$ cat config.mk
export PLATFORM = sky130hd
export DESIGN_NAME = cell_balance_selector_core
export DESIGN_NICKNAME = d
export VERILOG_FILES = /design/src/rtl/cbs_pkg.sv /design/src/rtl/cbs_cool_store.sv /design/src/rtl/cbs_out_fifo.sv /design/src/rtl/cell_balance_selector_core.sv
export SDC_FILE = /design/constraint.sdc
export NUM_CORES = 1
export LEC_CHECK = 0
export ABC_AREA = 0
export BUFFER_PORTS_ARGS = -buffer_cell sky130_fd_sc_hd__buf_4
export CORE_MARGIN = 3
export CORE_UTILIZATION = 45
export CTS_CLUSTER_DIAMETER = 120
export DETAILED_ROUTE_END_ITERATION = 7
export PLACE_DENSITY = 0.62
export SETUP_SLACK_MARGIN = 0.3
export SLEW_MARGIN = 20
export SYNTH_ARGS = -nofsm -noshare
export SYNTH_HDL_FRONTEND = slang
export SYNTH_HIERARCHICAL = 1
export SYNTH_SLANG_ARGS = --single-unit
$ cat constraint.sdc
create_clock -name clk_i -period 16.25 [get_ports clk_i]
set_clock_uncertainty 0.15 [all_clocks]
set_input_delay 3.25 -clock clk_i [delete_from_list [all_inputs] [get_ports clk_i]]
set_output_delay 3.25 -clock clk_i [all_outputs]
set_load 0.02 [all_outputs]
$ cat src/rtl/cbs_pkg.sv
package cbs_pkg;

  // field widths of the stream items
  localparam int unsigned ModW     = 4;
  localparam int unsigned ChanW    = 5;
  localparam int unsigned ReadW    = 16;
  localparam int unsigned SumW     = 24;
  localparam int unsigned StatW    = 2;
  localparam int unsigned InDataW  = 32;
  localparam int unsigned OutDataW = 96;
  localparam int unsigned FlagW    = 4;
  localparam int unsigned CfgIdxW  = 2;

  // operation codes (slave tuser)
  localparam logic OP_MEASURE = 1'b0;
  localparam logic OP_THR_SET = 1'b1;

  // result kinds (master tuser)
  localparam logic KIND_BITMAP  = 1'b0;
  localparam logic KIND_SUMMARY = 1'b1;

  // summary status codes
  localparam logic [StatW-1:0] STAT_ACTIVE   = 2'd0;
  localparam logic [StatW-1:0] STAT_BALANCED = 2'd1;
  localparam logic [StatW-1:0] STAT_INACTIVE = 2'd2;
  localparam logic [StatW-1:0] STAT_EXTERNAL = 2'd3;

  // configuration register indexes
  localparam logic [CfgIdxW-1:0] REG_STANDALONE = 2'd0;
  localparam logic [CfgIdxW-1:0] REG_DIFFERENCE = 2'd1;
  localparam logic [CfgIdxW-1:0] REG_FLOOR      = 2'd2;
  localparam logic [CfgIdxW-1:0] REG_COOL_LIMIT = 2'd3;

  // configuration reset values
  localparam logic [ReadW-1:0] DIFFERENCE_RST = 16'd131;
  localparam logic [ReadW-1:0] FLOOR_RST      = 16'd52428;
  localparam logic [ReadW-1:0] COOL_LIMIT_RST = 16'd13107;

  localparam logic [ReadW-1:0] READ_MAX = 16'hFFFF;
  localparam logic [SumW-1:0]  SUM_MAX  = 24'hFFFFFF;

  // aux channels 3 to 6 carry the board sensors
  localparam logic [ChanW-1:0] CH_BOARD_FIRST = 5'd19;
  localparam logic [ChanW-1:0] CH_BOARD_LAST  = 5'd22;

  // result queue
  localparam int unsigned FifoDepth = 4;
  localparam int unsigned FifoPtrW  = 2;
  localparam int unsigned FifoCntW  = 3;

  typedef struct packed {
    logic             kind;
    logic [ModW-1:0]  out_module;
    logic [ReadW-1:0] bleed_bitmap;
    logic [ReadW-1:0] next_threshold;
    logic [StatW-1:0] status;
    logic [SumW-1:0]  pack_total;
    logic [ReadW-1:0] sweep_highest;
    logic [ReadW-1:0] sweep_lowest;
    logic             sleep_request;
    logic             final_res;
  } result_t;

endpackage

$ cat src/rtl/cbs_cool_store.sv
module cbs_cool_store import cbs_pkg::*; #(
  parameter int unsigned Depth = 16,
  parameter int unsigned AddrW = 4
) (
  input  logic             clk_i,
  input  logic             rst_ni,
  input  logic             re_i,
  input  logic [AddrW-1:0] raddr_i,
  output logic [FlagW-1:0] rdata_o,
  input  logic             we_i,
  input  logic [AddrW-1:0] waddr_i,
  input  logic [FlagW-1:0] wdata_i
);

  logic [FlagW-1:0] mem [Depth];
  logic [FlagW-1:0] raw_q;
  logic [FlagW-1:0] fwd_q;
  logic [Depth-1:0] valid_q;
  logic             rvalid_q;
  logic             hit_q;

  always_ff @(posedge clk_i) begin
    if (we_i) begin
      mem[waddr_i] <= wdata_i;
    end
    if (re_i) begin
      raw_q <= mem[raddr_i];
      fwd_q <= wdata_i;
    end
  end

  // valid bits stand for the all-hot reset; a same-cycle write is forwarded
  always_ff @(posedge clk_i or negedge rst_ni) begin
    if (!rst_ni) begin
      valid_q  <= '0;
      rvalid_q <= 1'b0;
      hit_q    <= 1'b0;
    end else begin
      if (we_i) begin
        valid_q[waddr_i] <= 1'b1;
      end
      if (re_i) begin
        rvalid_q <= valid_q[raddr_i];
        hit_q    <= we_i && (waddr_i == raddr_i);
      end
    end
  end

  assign rdata_o = hit_q ? fwd_q : (rvalid_q ? raw_q : '0);

endmodule

$ cat src/rtl/cbs_out_fifo.sv
module cbs_out_fifo import cbs_pkg::*; (
  input  logic    clk_i,
  input  logic    rst_ni,
  input  logic    push_a_i,
  input  logic    push_b_i,
  input  result_t item_a_i,
  input  result_t item_b_i,
  input  logic    pop_i,
  output result_t head_o,
  output logic    valid_o,
  output logic    room_o
);

  result_t             entry_q [FifoDepth];
  logic [FifoPtrW-1:0] wr_ptr_q, wr_ptr_d;
  logic [FifoPtrW-1:0] rd_ptr_q, rd_ptr_d;
  logic [FifoCntW-1:0] cnt_q, cnt_d;
  logic [FifoPtrW-1:0] wr_next;

  assign wr_next = wr_ptr_q + FifoPtrW'(1);

  always_ff @(posedge clk_i) begin
    if (push_a_i) begin
      entry_q[wr_ptr_q] <= item_a_i;
    end
    if (push_a_i && push_b_i) begin
      entry_q[wr_next] <= item_b_i;
    end
  end

  always_comb begin
    wr_ptr_d = wr_ptr_q;
    rd_ptr_d = rd_ptr_q;
    cnt_d    = cnt_q;
    if (push_a_i && push_b_i) begin
      wr_ptr_d = wr_ptr_q + FifoPtrW'(2);
      cnt_d    = cnt_d + FifoCntW'(2);
    end else if (push_a_i) begin
      wr_ptr_d = wr_next;
      cnt_d    = cnt_d + FifoCntW'(1);
    end
    if (pop_i) begin
      rd_ptr_d = rd_ptr_q + FifoPtrW'(1);
      cnt_d    = cnt_d - FifoCntW'(1);
    end
  end

  always_ff @(posedge clk_i or negedge rst_ni) begin
    if (!rst_ni) begin
      wr_ptr_q <= '0;
      rd_ptr_q <= '0;
      cnt_q    <= '0;
    end else begin
      wr_ptr_q <= wr_ptr_d;
      rd_ptr_q <= rd_ptr_d;
      cnt_q    <= cnt_d;
    end
  end

  assign head_o  = entry_q[rd_ptr_q];
  assign valid_o = (cnt_q != '0);
  // room for the two results one item can raise
  assign room_o  = (cnt_q <= FifoCntW'(FifoDepth - 2));

endmodule

$ cat src/rtl/cell_balance_selector_core.sv
// channel | dir | handshake               | payload
// s_axis  | in  | s_axis_tvalid/tready    | tdata mod, chan, reading; tuser op; tlast sweep end
// m_axis  | out | m_axis_tvalid/tready    | tdata result fields; tuser kind; tlast last of input
// cfg     | in  | cfg_valid_i/cfg_ready_o | cfg_index_i, cfg_data_i
//
// one input item per cycle while the result queue has room; the board flag memory
// read sets the two stage flow (read on transfer, read-modify-write in the work stage)
// a result passes the work stage register, then the result queue; an item that raises a
// bitmap and a summary sends two results, so sustained rate follows the output side
// reset is asynchronous; the flag memory needs no clearing pass, per-module valid
// bits stand in for the all-hot reset state
// a stalled output backs up the four-entry result queue, then the input stage
module cell_balance_selector_core import cbs_pkg::*; #(
  parameter int unsigned MODULES          = 16,
  parameter int unsigned CELLS_PER_MODULE = 16
) (
  input  logic                clk_i,
  input  logic                rst_ni,
  input  logic                s_axis_tvalid,
  output logic                s_axis_tready,
  // [3:0] module_index, [8:4] channel, [24:9] reading, rest zero
  input  logic [InDataW-1:0]  s_axis_tdata,
  // operation
  input  logic                s_axis_tuser,
  input  logic                s_axis_tlast,
  output logic                m_axis_tvalid,
  input  logic                m_axis_tready,
  // [3:0] out_module, [19:4] bleed_bitmap, [35:20] next_threshold, [37:36] status,
  // [61:38] pack_total, [77:62] sweep_highest, [93:78] sweep_lowest,
  // [94] sleep_request, [95] zero
  output logic [OutDataW-1:0] m_axis_tdata,
  // kind
  output logic                m_axis_tuser,
  output logic                m_axis_tlast,
  input  logic                cfg_valid_i,
  output logic                cfg_ready_o,
  input  logic [CfgIdxW-1:0]  cfg_index_i,
  input  logic [ReadW-1:0]    cfg_data_i
);

  localparam int unsigned ModAw = (MODULES > 1) ? $clog2(MODULES) : 1;
  localparam logic [ChanW-1:0] LastCell = ChanW'(CELLS_PER_MODULE - 1);

  // configuration registers
  logic             standalone_q;
  logic [ReadW-1:0] difference_q;
  logic [ReadW-1:0] floor_q;
  logic [ReadW-1:0] cool_limit_q;

  assign cfg_ready_o = 1'b1;

  always_ff @(posedge clk_i or negedge rst_ni) begin
    if (!rst_ni) begin
      standalone_q <= 1'b0;
      difference_q <= DIFFERENCE_RST;
      floor_q      <= FLOOR_RST;
      cool_limit_q <= COOL_LIMIT_RST;
    end else if (cfg_valid_i) begin
      case (cfg_index_i)
        REG_STANDALONE: standalone_q <= cfg_data_i[0];
        REG_DIFFERENCE: difference_q <= cfg_data_i;
        REG_FLOOR:      floor_q      <= cfg_data_i;
        REG_COOL_LIMIT: cool_limit_q <= cfg_data_i;
        default:        standalone_q <= standalone_q;
      endcase
    end
  end

  // input decode and flag read issue
  logic             in_xfer;
  logic [ModW-1:0]  in_mod;
  logic [6:0]       in_mod_ext;
  logic             in_range;

  assign in_xfer    = s_axis_tvalid && s_axis_tready;
  assign in_mod     = s_axis_tdata[3:0];
  assign in_mod_ext = {3'b000, in_mod};
  assign in_range   = (32'(in_mod) < 32'(MODULES));

  // work stage: the item whose flag read is under way
  logic              s2_valid_q;
  logic              s2_op_q;
  logic [ModW-1:0]   s2_mod_q;
  logic [ChanW-1:0]  s2_ch_q;
  logic [ReadW-1:0]  s2_rd_q;
  logic              s2_end_q;
  logic              s2_range_q;
  logic              s2_go;
  logic              fifo_room;

  assign s2_go         = s2_valid_q && fifo_room;
  assign s_axis_tready = !s2_valid_q || s2_go;

  always_ff @(posedge clk_i or negedge rst_ni) begin
    if (!rst_ni) begin
      s2_valid_q <= 1'b0;
    end else if (s_axis_tready) begin
      s2_valid_q <= s_axis_tvalid;
    end
  end

  always_ff @(posedge clk_i) begin
    if (in_xfer) begin
      s2_op_q    <= s_axis_tuser;
      s2_mod_q   <= in_mod;
      s2_ch_q    <= s_axis_tdata[8:4];
      s2_rd_q    <= s_axis_tdata[24:9];
      s2_end_q   <= s_axis_tlast;
      s2_range_q <= in_range;
    end
  end

  // board flag memory, one 4-bit entry per module
  logic [FlagW-1:0] flags_rd;
  logic [FlagW-1:0] flags_wr;
  logic             flags_we;
  logic [6:0]       s2_mod_ext;

  assign s2_mod_ext = {3'b000, s2_mod_q};

  cbs_cool_store #(
    .Depth (MODULES),
    .AddrW (ModAw)
  ) u_cool_store (
    .clk_i   (clk_i),
    .rst_ni  (rst_ni),
    .re_i    (in_xfer && in_range),
    .raddr_i (in_mod_ext[ModAw-1:0]),
    .rdata_o (flags_rd),
    .we_i    (flags_we),
    .waddr_i (s2_mod_ext[ModAw-1:0]),
    .wdata_i (flags_wr)
  );

  // sweep and module state
  logic [ReadW-1:0] thr_q, thr_d;
  logic [ReadW-1:0] high_q, high_d;
  logic [ReadW-1:0] low_q, low_d;
  logic [SumW-1:0]  sum_q, sum_d;
  logic [ReadW-1:0] peak_q, peak_d;
  logic [ReadW-1:0] bmap_q, bmap_d;

  logic             meas;
  logic             is_cell;
  logic             is_board;
  logic [FlagW-1:0] board_bit;
  logic             cool;
  logic [ReadW-1:0] peak_base;
  logic [ReadW-1:0] bmap_base;
  logic [SumW:0]    sum_wide;
  logic [SumW-1:0]  sum_cell;
  logic [ReadW-1:0] high_cell;
  logic [ReadW-1:0] low_cell;
  logic [ReadW:0]   target;
  logic [ReadW-1:0] sum_thr;
  logic [StatW-1:0] sum_status;
  logic             sum_sleep;
  logic             emit_bmap;
  logic             emit_sum;
  result_t          res_bmap;
  result_t          res_sum;

  assign meas      = (s2_op_q == OP_MEASURE);
  assign is_cell   = meas && s2_range_q && (32'(s2_ch_q) < 32'(CELLS_PER_MODULE));
  assign is_board  = meas && s2_range_q &&
                     (s2_ch_q inside {[CH_BOARD_FIRST:CH_BOARD_LAST]});
  assign board_bit = FlagW'(1) << 2'(s2_ch_q - CH_BOARD_FIRST);
  assign cool      = &flags_rd;

  // aux 3 to 6: read-modify-write of the module's cool flags
  assign flags_we = s2_go && is_board;
  assign flags_wr = (s2_rd_q >= cool_limit_q) ? (flags_rd | board_bit)
                                              : (flags_rd & ~board_bit);

  // cell zero opens a fresh module
  assign peak_base = (s2_ch_q == '0) ? '0 : peak_q;
  assign bmap_base = (s2_ch_q == '0) ? '0 : bmap_q;

  assign sum_wide  = {1'b0, sum_q} + (SumW + 1)'(s2_rd_q);
  assign sum_cell  = sum_wide[SumW] ? SUM_MAX : sum_wide[SumW-1:0];
  assign high_cell = (s2_rd_q > high_q) ? s2_rd_q : high_q;
  assign low_cell  = (s2_rd_q < low_q) ? s2_rd_q : low_q;

  // sweep figures as they stand after this item
  logic [ReadW-1:0] high_now;
  logic [ReadW-1:0] low_now;
  logic [SumW-1:0]  sum_now;

  assign high_now = is_cell ? high_cell : high_q;
  assign low_now  = is_cell ? low_cell : low_q;
  assign sum_now  = is_cell ? sum_cell : sum_q;

  assign target = (ReadW + 1)'(low_now) + (ReadW + 1)'(difference_q);

  // end of sweep threshold decision
  always_comb begin
    sum_thr    = '0;
    sum_status = STAT_EXTERNAL;
    sum_sleep  = 1'b0;
    if (standalone_q) begin
      if (high_now > floor_q) begin
        if ((ReadW + 1)'(high_now) > target) begin
          sum_thr    = (target < (ReadW + 1)'(floor_q)) ? floor_q : target[ReadW-1:0];
          sum_status = STAT_ACTIVE;
        end else begin
          sum_status = STAT_BALANCED;
          sum_sleep  = 1'b1;
        end
      end else begin
        sum_status = STAT_INACTIVE;
        sum_sleep  = 1'b1;
      end
    end
  end

  always_comb begin
    thr_d  = thr_q;
    high_d = high_q;
    low_d  = low_q;
    sum_d  = sum_q;
    peak_d = peak_q;
    bmap_d = bmap_q;
    if (!meas) begin
      if (!standalone_q) begin
        thr_d = s2_rd_q;
      end
    end else begin
      if (is_cell) begin
        high_d = high_cell;
        low_d  = low_cell;
        sum_d  = sum_cell;
        peak_d = peak_base;
        bmap_d = bmap_base;
        // single highest cell above the threshold, board must be cool
        if (cool && (thr_q != '0) && (s2_rd_q > thr_q) && (s2_rd_q > peak_base)) begin
          peak_d = s2_rd_q;
          bmap_d = ReadW'(1) << s2_ch_q[3:0];
        end
      end
      if (s2_end_q) begin
        thr_d  = sum_thr;
        high_d = '0;
        low_d  = READ_MAX;
        sum_d  = '0;
      end
    end
  end

  always_ff @(posedge clk_i or negedge rst_ni) begin
    if (!rst_ni) begin
      thr_q  <= '0;
      high_q <= '0;
      low_q  <= READ_MAX;
      sum_q  <= '0;
      peak_q <= '0;
      bmap_q <= '0;
    end else if (s2_go) begin
      thr_q  <= thr_d;
      high_q <= high_d;
      low_q  <= low_d;
      sum_q  <= sum_d;
      peak_q <= peak_d;
      bmap_q <= bmap_d;
    end
  end

  // result items
  assign emit_bmap = is_cell && (s2_ch_q == LastCell);
  assign emit_sum  = meas && s2_end_q;

  always_comb begin
    res_bmap              = '0;
    res_bmap.kind         = KIND_BITMAP;
    res_bmap.out_module   = s2_mod_q;
    res_bmap.bleed_bitmap = bmap_d;
    res_bmap.final_res    = !s2_end_q;

    res_sum                = '0;
    res_sum.kind           = KIND_SUMMARY;
    res_sum.next_threshold = sum_thr;
    res_sum.status         = sum_status;
    res_sum.pack_total     = sum_now;
    res_sum.sweep_highest  = high_now;
    res_sum.sweep_lowest   = low_now;
    res_sum.sleep_request  = sum_sleep;
    res_sum.final_res      = 1'b1;
  end

  result_t head;

  cbs_out_fifo u_out_fifo (
    .clk_i    (clk_i),
    .rst_ni   (rst_ni),
    .push_a_i (s2_go && (emit_bmap || emit_sum)),
    .push_b_i (emit_bmap && emit_sum),
    .item_a_i (emit_bmap ? res_bmap : res_sum),
    .item_b_i (res_sum),
    .pop_i    (m_axis_tvalid && m_axis_tready),
    .head_o   (head),
    .valid_o  (m_axis_tvalid),
    .room_o   (fifo_room)
  );

  assign m_axis_tuser = head.kind;
  assign m_axis_tlast = head.final_res;
  assign m_axis_tdata = {1'b0, head.sleep_request, head.sweep_lowest, head.sweep_highest,
                         head.pack_total, head.status, head.next_threshold,
                         head.bleed_bitmap, head.out_module};

endmodule

# == After elaboration in Yosys (flattened, before gate mapping) ==
# Memories as Yosys holds them, arrays and structs flattened. A register that Yosys moved wholly into a read port is not among the register bits.
# Index checks and enable logic that the tools add are counted.
# W data, S select, Z words.
# word_totals
ff_bits,210
ramBits,452
inputBits,57
out_inout_bits,101
mem_count,2
# memory_table
name,depth,word_bits,rd,rd_ports_with_merged_regs,write_ports,line_no,source
u_out_fifo.entry_q,4,97,1,0,2,cbs_out_fifo.sv:14,result_t entry_q [FifoDepth];
u_cool_store.mem,16,4,1,1,1,cbs_cool_store.sv:15,logic [FlagW-1:0] mem [Depth];
# classes
addsub,9
n_lt_le_gt_ge,15
n_eq_ne,6
shift,2
muxes,47
bitwise,5
n_reduce_logical,35
# op_table
cell,count
$mux W16,19
$mux W97,1
$mux W24,3
$gt A16 B16 Y1,4
$add A24 B16 Y25,1
$add A16 B16 Y17,1
$gt A16 B17 Y1,1
$logic_and A1 B1 Y1,17
$lt A17 B16 Y1,1
$ge A16 B16 Y1,1
$lt A16 B16 Y1,1
$or A16 B16 Y16,1
$reduce_bool A16 Y1,1
$shl A1 B4 Y16 const A,1
$mux W1,12
$mux W4,3
$lt A4 B5 Y1 const B,2
$reduce_and A2 Y1,5
$mux W3,3
$mux W2,4
$reduce_and A3 Y1,2
$eq A5 B4 Y1 const B,1
$ge A5 B5 Y1 const B,1
$le A5 B5 Y1 const B,1
27 further kinds,32

# == Longest topological paths before layout ==
# logic_depth
ltp_word,11
ltp_mapped,28
ltp_nobuf,27

# == Hierarchy ==
# Netlist, hierarchy kept.
# by_module_without_submodules
module,n_inst,cells_each,area_per_inst_um2,seq_area_each_um2
cbs_out_fifo,1,996,19222.2,11826.3
cell_balance_selector_core,1,1446,13515.5,4708.3
cbs_cool_store,1,180,3639.7,2612.5

# == Worst setup path before layout ==
# No wires, ideal clock.
# synth_timing
path_type,register to register
from,reg s2_rd_q[1]
to,mem u_out_fifo/entry_q[0][74] (netlist name) (data pin)
setup_ns,0.260
arrival_time_ns,5.723
setup_slack_ns,10.118
path_stages_with_launch,26
cell_sequence,edfxtp_1 -> ha_1 -> nand2_1 -> o21ai_1 -> a21oi_1 -> o21a_1 -> o41ai_4 -> buf_4 -> mux2_2 -> ha_1 -> clkbuf_1 -> and3_1 -> and2_1 -> nand3_1 -> nand2_1 -> xor2_1 -> ha_1 -> o21ai_0 -> o21ai_0 -> a211o_1 -> o22ai_1 -> o211ai_4 -> buf_6 -> a31oi_1 -> nor2_1 -> mux2_2
# synth_lines
element,line_no,source
"start, declared",cell_balance_selector_core.sv:85,logic [ReadW-1:0] s2_rd_q;
"start signal, assigned",cell_balance_selector_core.sv:107,s2_rd_q <= s_axis_tdata[24:9];
"end, declared",cbs_out_fifo.sv:14,

==> impl_results.md <==
- Status: finished clean
- Max FO, Critical Path: 14
- Fmax: 0.132 GHz
- Port Buffers: 148
- Most used DFF post-synth: edfxtp_1
- Adder-cell share of the synthesized area: 5.89%
- Cell row count: 103
- Mux share of post-synthesis cell area: 22.5%
- CTS buffer count: 74
- Largest family of logic cells by synthesized area: multiplexers
- Cell variety after synth: 89
- Core ar.: 79500 um^2
- Area Overhead vs Synth: 13.9%
- Num Clock Sinks: 666
- Clk Latency, worst-skew pair: 0.63 ns
- Slew Viols, Final: 0
- Drt wl/cell: 24.4 um
- Effective utilization at floorplan: 45.7%
- CTS Root Cell: clkbuf_16
- Die area: 84300 um^2
- Global placement routability congestion: 0.885
- XOR/XNOR share of the synthesized area: 0.867%
- DP Wirelength: 61700 um
- Endpoint class of the critical path: flop
- Leakage: 0.0167 uW
- Final WL: 96800 um
- Period utilisation layout: 46.5%
- Final Hold Viols: 0
- Initial antenna violation count: 2
- Largest net degree at the start of global routing: 67
- Die Ht: 290 um
- Post-synthesis cell area: 36400 um^2
- Post-CTS setup buffers: 0
- Element type at the critical path start: flop
- Worst Tran Pin Value: 1.11 ns
- Number of synthesized flops with an enable pin: 487
- Drt pass-1 iters: 7
- WP data arrival: 7.78 ns
- Tightest Hold Check Type: flop to flop
- Final critical path time including I/O delays and setup: 7.55 ns
- Crit path kind: flop to flop
- Leading cell type in the layout, fill and taps excluded: edfxtp_1
- FF+latch count, synth: 666
- Setup violations, final: 0
- Starting DRT DRC Count: 1588
- Die width: 290 um
- Gr usage total: 22.8%
- Sequential area share after synthesis: 52.6%
- IO Pins: 158
- Via count: 23100
- Simple logic cell fraction of the synthesized area: 6.69%
- Rel. slew slack: 25.7%
- Syn Area/Cell: 13.9 um^2
- Cell Pwr Density: 177 nW/um^2
- # resized after CTS: 0
- Yosys top cell by area: edfxtp_1
- Fin util: 52.1%
- Routed vias/inst: 5.84
- Layout Nets: 3074
- Async SR Flop Fraction: 26.9%
- Synth Area in Compound Gates: 8.07%
- Register clock-pin slew on the reported worst setup and hold paths: 0.06 ns
- Max Cap Violations: 0
- Max clock buf depth: 3
- CTS H-Tree Depth: 3
- RSZ-0062 raised after global routing: no
- Post-CTS Hold Fix Bufs: 0
- Mapped Cells: 2622
- First-pass GRT wire length: 148000 um
- Setup TNS Final: 0 ns
- Vias in the first global route: 24100
- Area contributors post-synth: edfxtp_1 (40%), mux2_2 (12%), dfrtp_1 (9.9%), mux4_2 (6.3%), ha_1 (5.8%)
- Grt total ovfl: 0
- Yosys warnings: 6
- Max VDD drop: 0.0843 mV
- CTS tree: built
- Synth top area share: 40.2%
- Most frequent cells in the layout: edfxtp_1 (487), mux2_2 (396), buf_4 (193), ha_1 (168), dfrtp_1 (142)
- Residual DRC: 0
- Share of post-route cells with drive strength above 1: 31.8%
- Post-DRT Antenna Nets: 0
- Crit path required time: 16.48 ns
==> per-layer routing <==
layer / vias to the layer above / wire [um] / global-route usage, %
met5: - / 0 / 0
met4: 0 / 2460 / 7.06
met3: 138 / 5180 / 3.22
met2: 661 / 47300 / 38.1
met1: 11800 / 41800 / 30.9
li1: 10500 / - / -
==> logic make-up after synthesis <==
logic type | count (synthesis)
flip-flops | 666
XOR/XNOR | 36
AO/OA/AOI/OAI | 403
adder cells (fa/ha/maj) | 170
multiplexers | 597
buffers and inverters | 264
other | 2
AND/OR/NAND/NOR | 484
==> sequential cells by signal (all words and copies together), names as in the netlist, 3 cells and up <==
register / cells
high_q: 16
s2_rd_q: 16
u_cool_store/valid_q: 16
cool_limit_q: 16
peak_q: 16
s2_mod_q: 4
u_cool_store/mem: 64
u_out_fifo/cnt_q: 3
low_q: 16
bmap_q: 16
difference_q: 16
u_cool_store/raw_q: 4
sum_q: 24
thr_q: 16
s2_ch_q: 5
u_out_fifo/entry_q: 388
floor_q: 16
u_cool_store/fwd_q: 4
==> cell type report <==
class | instances | area [um^2]
Fill cell | 6657 | 38100
Sequential cell | 666 | 19200
Multi-Input combinational cell | 1780 | 16400
Clock buffer | 96 | 2050
Timing Repair Buffer | 194 | 1460
Tap cell | 1050 | 1310
Clock inverter | 42 | 509
Inverter | 131 | 492
Antenna cell | 2 | 5.00
==> final timing paths <==
path	slack (ns)	to	cells after the start	start
setup reg to reg	8.70	u_out_fifo/entry_q[2][69]	25	s2_rd_q[9]
setup / recovery	8.70	u_out_fifo/entry_q[2][69]	25	s2_rd_q[9]
min in group asynchronous	2.46	high_q[11]	1	rst_ni
hold reg to reg	0.31	u_cool_store/valid_q[1]	1	u_cool_store/valid_q[1]
hold / removal	0.31	u_cool_store/valid_q[1]	1	u_cool_store/valid_q[1]
max in group asynchronous	12.14	u_out_fifo/rd_ptr_q[1]	2	rst_ni
==> cell usage after synthesis, types with 5 or more instances <==
cell type / number
and4_1: 8
mux2_1: 38
o21ai_0: 52
o22a_1: 18
nand2b_1: 20
clkbuf_1: 50
o21a_1: 13
o211ai_1: 9
buf_4: 10
o211a_1: 6
nand3_1: 43
a31oi_1: 12
nand4_1: 17
mux4_1: 20
mux2_2: 396
a21o_1: 43
o31ai_1: 18
xnor2_1: 25
nor2_1: 106
nor2b_1: 15
a211oi_1: 12
a21oi_1: 90
mux4_2: 101
mux2_4: 19
and3_1: 13
or2_2: 22
o221ai_1: 14
o2bb2ai_1: 8
dfrtp_1: 144
mux2i_1: 23
nand3b_1: 6
and2_1: 48
buf_2: 57
edfxtp_1: 487
o2111ai_1: 5
nor3_1: 21
xor2_1: 11
buf_6: 11
a22o_1: 42
ha_1: 168
dfstp_2: 35
o22ai_1: 11
inv_1: 131
nand2_1: 139
==> worst max-delay path, stage by stage, from the launching register on <==
cell and delay (ns):
edfxtp_1 0.36, buf_4 0.25, ha_1 0.36, a21o_1 0.16, a21oi_1 0.14, o21ai_0 0.15, a41oi_1 0.35, o41ai_4 0.18
mux2_2 0.37, ha_1 0.20, inv_1 0.06, fa_1 0.42, nand2b_1 0.18, a21oi_1 0.20, o41a_1 0.39, a21oi_1 0.12
nand4b_1 0.27, ha_1 0.35, a211oi_1 0.06, o21ai_0 0.32, a211o_1 0.15, o22ai_1 0.11, o211ai_4 0.56, mux2i_1 0.87
nor2_1 0.20, mux2_2 0.32
==> report_power, final <==
| part | switching, uW | internal, uW |
|---|---|---|
| Combinational | 1930 | 1310 |
| Sequential | 174 | 2160 |
| Clock | 708 | 1060 |
| Total | 2810 | 4530 |
==> per-stage QoR <==
stage	std cells	power (uW)	cell area (um^2)	setup slack (ns)	hold WS (ns)
3_3_place_gp	3821	5490	38800	8.89	0.292
4_1_cts	3959	7380	41400	8.82	0.308
6_report	3961	7340	41400	8.70	0.307
2_1_floorplan	2710	4510	36700	10.12	0.280
5_1_grt	3961	7780	41400	8.22	0.314
3_5_place_dp	3821	5590	38800	8.82	0.295
Note: power is estimated with default switching activity, not from simulation.
